$ cat config.mk
export PLATFORM = sky130hd
export DESIGN_NAME = rational_arithmetic_unit
export DESIGN_NICKNAME = d
export VERILOG_FILES = /design/src/rau_pkg.sv /design/src/rau_front.sv /design/src/rau_queue.sv /design/src/rau_back.sv /design/src/rational_arithmetic_unit.sv
export SDC_FILE = /design/constraint.sdc
export NUM_CORES = 2
export LEC_CHECK = 0
export BUFFER_PORTS_ARGS = -buffer_cell sky130_fd_sc_hd__buf_2
export CELL_PAD_IN_SITES_DETAIL_PLACEMENT = 1
export CELL_PAD_IN_SITES_GLOBAL_PLACEMENT = 1
export CORE_MARGIN = 2
export CORE_UTILIZATION = 47
export DETAILED_ROUTE_END_ITERATION = 6
export PLACE_DENSITY_LB_ADDON = 0.1
export SYNTH_ARGS = -nofsm -noshare
export SYNTH_HDL_FRONTEND = slang
export SYNTH_HIERARCHICAL = 1
export SYNTH_SLANG_ARGS = --single-unit
$ cat constraint.sdc
create_clock -name clk -period 7.04 [get_ports clk]
set_clock_uncertainty 0.05 [all_clocks]
set_input_delay 1.408 -clock clk [delete_from_list [all_inputs] [get_ports clk]]
set_output_delay 1.408 -clock clk [all_outputs]
set_load 0.02 [all_outputs]
$ cat src/rau_pkg.sv
package rau_pkg;

	localparam int OPERAND_WIDTH = 16;
	localparam int DEN_WIDTH     = OPERAND_WIDTH - 1;
	localparam int PROD_WIDTH    = 2 * OPERAND_WIDTH;
	localparam int SHIFT_WIDTH   = $clog2(PROD_WIDTH + 1);
	localparam int STEP_WIDTH    = $clog2(PROD_WIDTH);
	localparam int NUM_WIDTH     = 32;
	localparam int RDEN_WIDTH    = 31;

	localparam logic [1:0] OP_ADD = 2'd0;
	localparam logic [1:0] OP_SUB = 2'd1;
	localparam logic [1:0] OP_MUL = 2'd2;
	localparam logic [1:0] OP_DIV = 2'd3;

	typedef struct packed {
		logic                  err;
		logic                  zero;
		logic                  neg;
		logic [PROD_WIDTH-1:0] nm;
		logic [PROD_WIDTH-1:0] dm;
	} rau_item_t;

endpackage

$ cat src/rau_front.sv
module rau_front (
	input  logic                              clk,
	input  logic                              arst_n,
	input  logic                              in_valid,
	output logic                              in_ready,
	input  logic [1:0]                        req_type,
	input  logic signed [rau_pkg::OPERAND_WIDTH-1:0] left_num,
	input  logic [rau_pkg::DEN_WIDTH-1:0]     left_den,
	input  logic signed [rau_pkg::OPERAND_WIDTH-1:0] right_num,
	input  logic [rau_pkg::DEN_WIDTH-1:0]     right_den,
	output logic                              item_valid,
	input  logic                              item_ready,
	output rau_pkg::rau_item_t                item
);
	localparam int W  = rau_pkg::OPERAND_WIDTH;
	localparam int PW = rau_pkg::PROD_WIDTH;

	logic          v_s1, v_s2;
	logic [1:0]    op_s1, op_s2;
	logic signed [PW-1:0] a_s1, b_s1, c_s1, d_s1;
	logic signed [PW-1:0] p1_s2, p2_s2, p3_s2, rd_s2;
	logic          adv_s2, adv_s1;
	logic signed [PW-1:0] rn;

	assign adv_s2   = !v_s2 || item_ready;
	assign adv_s1   = !v_s1 || adv_s2;
	assign in_ready = adv_s1;

	always_ff @(posedge clk or negedge arst_n) begin
		if (!arst_n) begin
			v_s1 <= 1'b0;
			v_s2 <= 1'b0;
		end else begin
			if (adv_s1) v_s1 <= in_valid;
			if (adv_s2) v_s2 <= v_s1;
		end
	end

	always_ff @(posedge clk) begin
		if (adv_s1 && in_valid) begin
			op_s1 <= req_type;
			a_s1  <= PW'(left_num);
			b_s1  <= {{(PW-W+1){1'b0}}, left_den};
			c_s1  <= PW'(right_num);
			d_s1  <= {{(PW-W+1){1'b0}}, right_den};
		end
		if (adv_s2 && v_s1) begin
			op_s2 <= op_s1;
			// hold a*d and c*b for add/sub; a*c for multiply
			p1_s2 <= a_s1 * d_s1;
			p2_s2 <= c_s1 * b_s1;
			p3_s2 <= a_s1 * c_s1;
			rd_s2 <= (op_s1 == rau_pkg::OP_DIV) ? b_s1 * c_s1 : b_s1 * d_s1;
		end
	end

	always_comb begin
		case (op_s2)
			rau_pkg::OP_ADD: rn = p1_s2 + p2_s2;
			rau_pkg::OP_SUB: rn = p1_s2 - p2_s2;
			rau_pkg::OP_MUL: rn = p3_s2;
			default:         rn = p1_s2;
		endcase
		item.err  = (rd_s2 == '0);
		item.zero = (rn == '0);
		item.neg  = rn[PW-1] ^ rd_s2[PW-1];
		item.nm   = rn[PW-1] ? -rn : rn;
		item.dm   = rd_s2[PW-1] ? -rd_s2 : rd_s2;
	end

	assign item_valid = v_s2;
endmodule

$ cat src/rau_queue.sv
module rau_queue (
	input  logic               clk,
	input  logic               arst_n,
	input  logic               wr_valid,
	output logic               wr_ready,
	input  rau_pkg::rau_item_t wr_item,
	output logic               rd_valid,
	input  logic               rd_ready,
	output rau_pkg::rau_item_t rd_item
);
	rau_pkg::rau_item_t mem_q [2];
	logic       wp_q, rp_q;
	logic [1:0] cnt_q;
	logic       push, pop;

	assign wr_ready = (cnt_q != 2'd2);
	assign rd_valid = (cnt_q != 2'd0);
	assign push     = wr_valid && wr_ready;
	assign pop      = rd_valid && rd_ready;
	assign rd_item  = mem_q[rp_q];

	always_ff @(posedge clk or negedge arst_n) begin
		if (!arst_n) begin
			wp_q  <= 1'b0;
			rp_q  <= 1'b0;
			cnt_q <= 2'd0;
		end else begin
			if (push) wp_q <= !wp_q;
			if (pop)  rp_q <= !rp_q;
			cnt_q <= cnt_q + 2'(push) - 2'(pop);
		end
	end

	always_ff @(posedge clk) begin
		if (push) mem_q[wp_q] <= wr_item;
	end
endmodule

$ cat src/rau_back.sv
module rau_back (
	input  logic                               clk,
	input  logic                               arst_n,
	input  logic                               item_valid,
	output logic                               item_ready,
	input  rau_pkg::rau_item_t                 item,
	output logic                               out_valid,
	input  logic                               out_ready,
	output logic signed [rau_pkg::NUM_WIDTH-1:0] result_num,
	output logic [rau_pkg::RDEN_WIDTH-1:0]     result_den,
	output logic                               status
);
	localparam int PW = rau_pkg::PROD_WIDTH;

	typedef enum logic [2:0] {B_IDLE, B_GCD, B_DIV, B_FIX, B_OUT} state_t;

	state_t state_q;
	logic                           neg_q;
	logic [PW-1:0]                  nm_q, dm_q, a_q, b_q, g_q;
	logic [rau_pkg::SHIFT_WIDTH-1:0] k_q;
	logic [rau_pkg::STEP_WIDTH-1:0]  step_q;
	logic [PW:0]                    rn_rem_q, rd_rem_q;
	logic [PW:0]                    rn_try, rd_try;
	logic [63:0]                    n64;
	logic signed [rau_pkg::NUM_WIDTH-1:0] num_q;
	logic [rau_pkg::RDEN_WIDTH-1:0] den_q;
	logic                           st_q;
	logic signed [rau_pkg::NUM_WIDTH-1:0] num_fix;
	logic [rau_pkg::RDEN_WIDTH-1:0]       den_fix;
	logic [63:0]                          sn64, d64;

	assign item_ready = (state_q == B_IDLE);
	assign out_valid  = (state_q == B_OUT);
	assign result_num = num_q;
	assign result_den = den_q;
	assign status     = st_q;

	assign rn_try = {rn_rem_q[PW-1:0], nm_q[PW-1]};
	assign rd_try = {rd_rem_q[PW-1:0], dm_q[PW-1]};
	assign n64    = {{(64-PW){1'b0}}, nm_q};

	// final sign and width fit of the quotients
	always_comb begin
		sn64    = neg_q ? (64'd0 - n64) : n64;
		d64     = {{(64-PW){1'b0}}, dm_q};
		num_fix = sn64[rau_pkg::NUM_WIDTH-1:0];
		den_fix = d64[rau_pkg::RDEN_WIDTH-1:0];
	end

	always_ff @(posedge clk or negedge arst_n) begin
		if (!arst_n) begin
			state_q <= B_IDLE;
			neg_q <= 1'b0; nm_q <= '0; dm_q <= '0; a_q <= '0; b_q <= '0;
			g_q <= '0; k_q <= '0; step_q <= '0; rn_rem_q <= '0; rd_rem_q <= '0;
			num_q <= '0; den_q <= '0; st_q <= 1'b0;
		end else begin
			case (state_q)
				B_IDLE: if (item_valid) begin
					neg_q <= item.neg;
					nm_q  <= item.nm;
					dm_q  <= item.dm;
					a_q   <= item.nm;
					b_q   <= item.dm;
					k_q   <= '0;
					if (item.err || item.zero) begin
						num_q   <= '0;
						den_q   <= rau_pkg::RDEN_WIDTH'(1);
						st_q    <= item.err;
						state_q <= B_OUT;
					end else begin
						state_q <= B_GCD;
					end
				end
				B_GCD: begin
					// binary gcd: strip common twos, then subtract odd from odd
					if (a_q == b_q) begin
						g_q      <= a_q << k_q;
						rn_rem_q <= '0;
						rd_rem_q <= '0;
						step_q   <= '0;
						state_q  <= B_DIV;
					end else if (!a_q[0] && !b_q[0]) begin
						a_q <= a_q >> 1;
						b_q <= b_q >> 1;
						k_q <= k_q + 1'b1;
					end else if (!a_q[0]) begin
						a_q <= a_q >> 1;
					end else if (!b_q[0]) begin
						b_q <= b_q >> 1;
					end else if (a_q > b_q) begin
						a_q <= a_q - b_q;
					end else begin
						b_q <= b_q - a_q;
					end
				end
				B_DIV: begin
					// restoring division of both magnitudes by the gcd, one bit per cycle
					if (rn_try >= {1'b0, g_q}) begin
						rn_rem_q <= rn_try - {1'b0, g_q};
						nm_q     <= {nm_q[PW-2:0], 1'b1};
					end else begin
						rn_rem_q <= rn_try;
						nm_q     <= {nm_q[PW-2:0], 1'b0};
					end
					if (rd_try >= {1'b0, g_q}) begin
						rd_rem_q <= rd_try - {1'b0, g_q};
						dm_q     <= {dm_q[PW-2:0], 1'b1};
					end else begin
						rd_rem_q <= rd_try;
						dm_q     <= {dm_q[PW-2:0], 1'b0};
					end
					step_q <= step_q + 1'b1;
					if (step_q == rau_pkg::STEP_WIDTH'(PW - 1)) begin
						state_q <= B_FIX;
						st_q    <= 1'b0;
					end
				end
				B_FIX: begin
					// quotients are final now; apply the sign and fit the widths
					num_q   <= num_fix;
					den_q   <= den_fix;
					state_q <= B_OUT;
				end
				B_OUT: begin
					if (out_ready) state_q <= B_IDLE;
				end
				default: state_q <= B_IDLE;
			endcase
		end
	end
endmodule

$ cat src/rational_arithmetic_unit.sv
// Rational arithmetic unit: reduces a op b over two normalized fractions.
// Path: the 2 front stages and the queue, then a load into the back end,
// binary gcd steps, restoring division steps and a sign fix before the result
// is offered; error and zero items go straight to output. One item in the back
// end at a time; the front end and a two-entry queue accept further items
// meanwhile. Reset (arst_n low) empties all pipeline stages and the queue and
// returns the back end to idle.
module rational_arithmetic_unit (
	input  logic                               clk,
	input  logic                               arst_n,
	input  logic                               in_valid,
	output logic                               in_ready,
	input  logic [1:0]                         req_type,
	input  logic signed [rau_pkg::OPERAND_WIDTH-1:0] left_num,
	input  logic [rau_pkg::DEN_WIDTH-1:0]      left_den,
	input  logic signed [rau_pkg::OPERAND_WIDTH-1:0] right_num,
	input  logic [rau_pkg::DEN_WIDTH-1:0]      right_den,
	output logic                               out_valid,
	input  logic                               out_ready,
	output logic signed [rau_pkg::NUM_WIDTH-1:0] result_num,
	output logic [rau_pkg::RDEN_WIDTH-1:0]     result_den,
	output logic                               status
);
	logic               f_valid, f_ready, q_valid, q_ready;
	rau_pkg::rau_item_t f_item, q_item;

	rau_front u_front (
		.clk, .arst_n, .in_valid, .in_ready, .req_type,
		.left_num, .left_den, .right_num, .right_den,
		.item_valid(f_valid), .item_ready(f_ready), .item(f_item)
	);

	rau_queue u_queue (
		.clk, .arst_n,
		.wr_valid(f_valid), .wr_ready(f_ready), .wr_item(f_item),
		.rd_valid(q_valid), .rd_ready(q_ready), .rd_item(q_item)
	);

	rau_back u_back (
		.clk, .arst_n,
		.item_valid(q_valid), .item_ready(q_ready), .item(q_item),
		.out_valid, .out_ready, .result_num, .result_den, .status
	);
endmodule

Word level (Yosys, flattened, before mapping)
Memories as Yosys holds them, arrays and structs flattened.
Index checks and enable logic that the tools add are counted.
W data, S select, Z words.
Operators by class
  $add $sub $neg: 13
  mux-type cells: 52
  shift-type cells: 1
  reduce and logical (&&, ||, !) cells: 35
  order comparisons: 3
  equal/unequal tests: 21
  multipliers: 4
  bitwise operators: 1
Operator list (number)
  $mux W32: 21
  $pmux W32 S2: 7
  $sub A32 B32 Y32: 5
  $mul A16 B16 Y32: 3
  $pmux W32 S3: 1
  $ge A33 B32 Y1: 2
  $logic_not A32 Y1: 2
  $neg A32 Y32: 2
  $mux W31: 2
  $pmux W31 S2: 1
  $add A32 B32 Y32: 1
  $eq A32 B32 Y1: 1
  $gt A32 B32 Y1: 1
  $shl A32 B6 Y32: 1
  $sub A1 B32 Y32 const A: 1
  $mul A15 B15 Y30: 1
  $mux W6: 3
  $reduce_and A4 Y1: 4
  $mux W3: 5
  $pmux W3 S5: 1
  $ne A2 B1 Y1 const B: 6
  $ne A4 B4 Y1 const B: 3
  $pmux W6 S2: 1
  $pmux W5 S2: 1
  25 further kinds: 54
Storage, ports and cells
  flip-flop bits (word level): 503
  word-level logic and storage cells: 162
  output and inout port bits: 66
  memory bits (writable): 134
  memories: 1
Memories
  u_queue.mem_q: words 2, width 67, rd ports 1, clocked after memory_dff 0, write ports 1, RTL line rau_queue.sv:11  | rau_pkg::rau_item_t mem_q [2];

Logic depth before layout (Yosys ltp)
  depth in word-level cells: 7
  gate-level depth with buffers: 25
  mapped depth without buffers: 24

By module
Netlist, hierarchy kept.
Modules (own cells, without submodules)
  rau_front: instances 1, area an instance 45592.5 µm², cells each 4894
  rau_back: instances 1, area an instance 22077.4 µm², cells each 2655
  rau_queue: instances 1, area an instance 5071.1 µm², cells each 231

Worst setup path before layout
OpenSTA, ideal clock, no wires.
  path type: register to register
  start point: register u_front.d_s1[0]
  end point: register u_front.rd_s2[28], data pin
  required time: 6.731 ns
  stages on the path, launching flop included: 25
  data arrival time: 6.726 ns
  setup slack: 0.005 ns
  cells stage by stage: edfxtp_1 clkbuf_1 and2_1 fa_1 inv_1 fa_1 inv_1 fa_1 inv_1 fa_1 inv_1 fa_1 inv_1 fa_1 inv_1 ha_1 and4_1 o2bb2ai_1 o41ai_1 o21ai_0 a221o_1 a31o_2 o311ai_0 mux2_2 a211o_1
On the way
  longest elaborated chain between the ends: 2
RTL lines
  start, declared: RTL line rau_front.sv:20  | logic signed [PW-1:0] a_s1, b_s1, c_s1, d_s1;
  start signal, assigned: RTL line rau_front.sv:45  | d_s1 <= {{(PW-W+1){1'b0}}, right_den};
  $mul A15 B15 Y30: RTL line rau_front.sv:53  | rd_s2 <= (op_s1 == rau_pkg::OP_DIV) ? b_s1 * c_s1 : b_s1 * d_s1;
  $mux W32: RTL line rau_front.sv:53
  end signal, assigned: RTL line rau_front.sv:53
  end, declared: RTL line rau_front.sv:21  | logic signed [PW-1:0] p1_s2, p2_s2, p3_s2, rd_s2;
No other way between the ends.
A chain may end at the register's enable or synchronous reset.

Worst setup path in the final report
  start point: register u_front.d_s1[2]
  end point: register u_front.rd_s2[29], data pin
Same word-level chain as after synthesis.

==> out/metrics.cfg <==
[grt]
grt_use_met2_pct=51.5
grt_antenna_before_repair=12
grt_max_degree=108
grt_pass1_wl_mm=358
busiest_layer=met2
grtUsageMet1_pct=37.5
grt_overflow_total=0
grt_usage_pct=29.2
met3_usage_pct=2.75
grt_pass1_vias=61200

[critical_path]
setup.worst_path.start_class=flop
ff2ff_path_depth=23
crit_type=flop to flop
worstSetupEndpointType=flop
r2r_end=u_front/rd_s2[29]
critPathMaxFanout=21
reg2reg_from=u_front/d_s1[2]
cp.arrival_ns=7.26
crit_required_ns=7.42
regToRegSetupSlack_ns=0.16
crit_start=u_front/d_s1[2]

[synth]
synth_nets=9256
synth-edff-count=328
synth-seq-area-share_pct=24.2
yosysUniqueCellTypes=101
yosys.area.top_type=fa_1
yosys_most_used_dff=edfxtp_1
ys_top_cells_by_area=fa_1, edfxtp_1, dfrtp_1
synthArstFlopShare_pct=48.5
yosys_warnings=6
synth_cells=7780
synthesis.area_mm2=0.0727
synth_top_area_share_pct=23.7
ys_ff_latch=637
avgSynthCellArea_um2=9.35

[die]
fp-row-count=144
die_h_um=397
dieArea_mm2=0.158
die_w_um=397
ios=134
start_util_pct=47.3
coreArea_mm2=0.154

[timing]
fmax_ghz=0.145
setup_tns_ns=0
rsz0062_at_grt=true
whs_ns=0.427
final_hold_viol_count=0
slew_violations=0
worst_pin_slew_ns=1.17
fin_crit_ns=6.88
finalCritPeriodShare_pct=97.7
setup_viol=0
max_slew_margin_pct=22.2

[hold_path]
worstHoldStart=u_back/result_num[29]
min_to=u_back/result_num[29]
min_path_cells=2
hold_path_class=flop to flop

[clocking]
cts_made_buffers=79
clock_latency_ns=0.71
tritoncts=built
cts.clk_slew.worst_paths_ns=0.06
cts.sinks=637
clk_path_buf_depth=3
cts_max_level=3
cts_root_buffer=clkbuf_16
holdBufCountCts=0

[routing]
vias_per_cell=5.65
wl_per_cell_um=23.1
route.detailed.drc=0
ant_nets=0
drt_iter0_drc=2955
drtPass1Iterations=5
totalWireLength_mm=229
vias=56200

[cells_and_area]
final_cell_mix=inv_1, nand2_1, fa_1
final_common_cell=inv_1
fillers=17600
diodes=0
drive_above_1_share_pct=8.74
largest_register_ffs=134
syn2layout_area_growth_pct=9.56
final_cell_area_mm2=0.0797
layout.nets=9304
multi_input_area_mm2=0.0494
ff_latch_area_mm2=0.0176
regMostFlops=u_queue/mem_q

[status]
status=complete, no violations

[placed_design]
dp.final_hpwl_mm=182
routabilityCongestion=0.926
place_area_mm2=0.0766
port_buffers=133

[job]
maxCapViolations=0

## worst max-delay path, stage by stage, from the launching register on
cell and delay (ns):
edfxtp_1 0.46, buf_4 0.19, buf_12 0.14, and2_1 0.17
fa_1 0.48, inv_1 0.05, fa_1 0.54, inv_1 0.05
fa_1 0.46, fa_1 0.49, fa_1 0.49, inv_1 0.05
fa_1 0.47, inv_1 0.04, ha_1 0.32, a211o_1 0.34
a2111oi_2 0.26, buf_4 0.18, o41ai_2 0.09, a21o_1 0.23
a221o_1 0.32, a311o_1 0.32, a2111oi_2 0.31, nor3_1 0.10
## metrics by stage
stage,std cells,worst slack (ns),util (%)
global placement,9776,-0.0361,49.8
CTS,9924,0.00153,51.6
finish,9937,0.164,51.8
floorplan,7780,0.00495,-
global route,9937,-0.0636,51.8
detailed placement,9776,-0.115,49.8
## area by class of cell
type                    instances  share of cell area (%)
inverters                    1173                    5.52
well taps                    2044                    3.21
flip-flops and latches        637                    22.1
clock buffers                 104                    2.69
multi-input cells            5573                    62.0
clock inverters                42                   0.794
repair buffers                364                    3.70
## timing repair
action / 4_1_cts / 5_1_grt
pin swaps: 2 / 13
endpoints found under the setup margin: 2 / 18
setup buffers: 2 / 14
gates resized for setup: 6 / 31
## worst max-delay path by stage
| stage | end | slack, ns | cells past startpoint |
|---|---|---|---|
| 6_report | u_front/rd_s2[29] | 0.16 | 23 |
| 2_1_floorplan | u_front/rd_s2[28] | 0.005 | 24 |
| 5_1_grt | u_front/rd_s2[29] | -0.06 | 23 |
| 3_3_place_gp | u_front/rd_s2[29] | -0.04 | 23 |
| 3_5_place_dp | u_front/rd_s2[29] | -0.11 | 23 |
| 4_1_cts | u_front/rd_s2[29] | 0.002 | 23 |
## layer usage
metal | part of all wire [%] | vias to the layer above
li1 | - | 25600
met1 | 43 | 29100
met2 | 50 | 1152
met3 | 3.6 | 344
met4 | 3.6 | 0
met5 | 0 | -
## synthesized netlist by cell type, types with 96 or more instances
cell / count
a31oi_1: 96
nor2_1: 306
inv_1: 1170
o21ai_0: 350
clkbuf_1: 355
a21o_1: 134
fa_1: 860
ha_1: 548
edfxtp_1: 328
nand2_1: 985
a21oi_1: 318
xnor2_1: 238
xor2_1: 130
and2_1: 513
dfrtp_1: 309
## cell families (layout without fill, tap and decap cells)
logic type / after synthesis / after routing / share of synthesized area, %
multiplexers: 203 / 203 / 3.24
adder cells (fa/ha/maj): 1408 / 1408 / 33.1
flip-flops: 637 / 637 / 24.2
XOR/XNOR: 368 / 368 / 4.43
AO/OA/AOI/OAI: 1394 / 1394 / 12.4
buffers and inverters: 1570 / 1683 / 8.18
AND/OR/NAND/NOR: 2200 / 2200 / 14.5
Power is left out: the tool's default activity adds up to more than one toggle a clock period on the data nets, which glitch-free logic cannot reach.
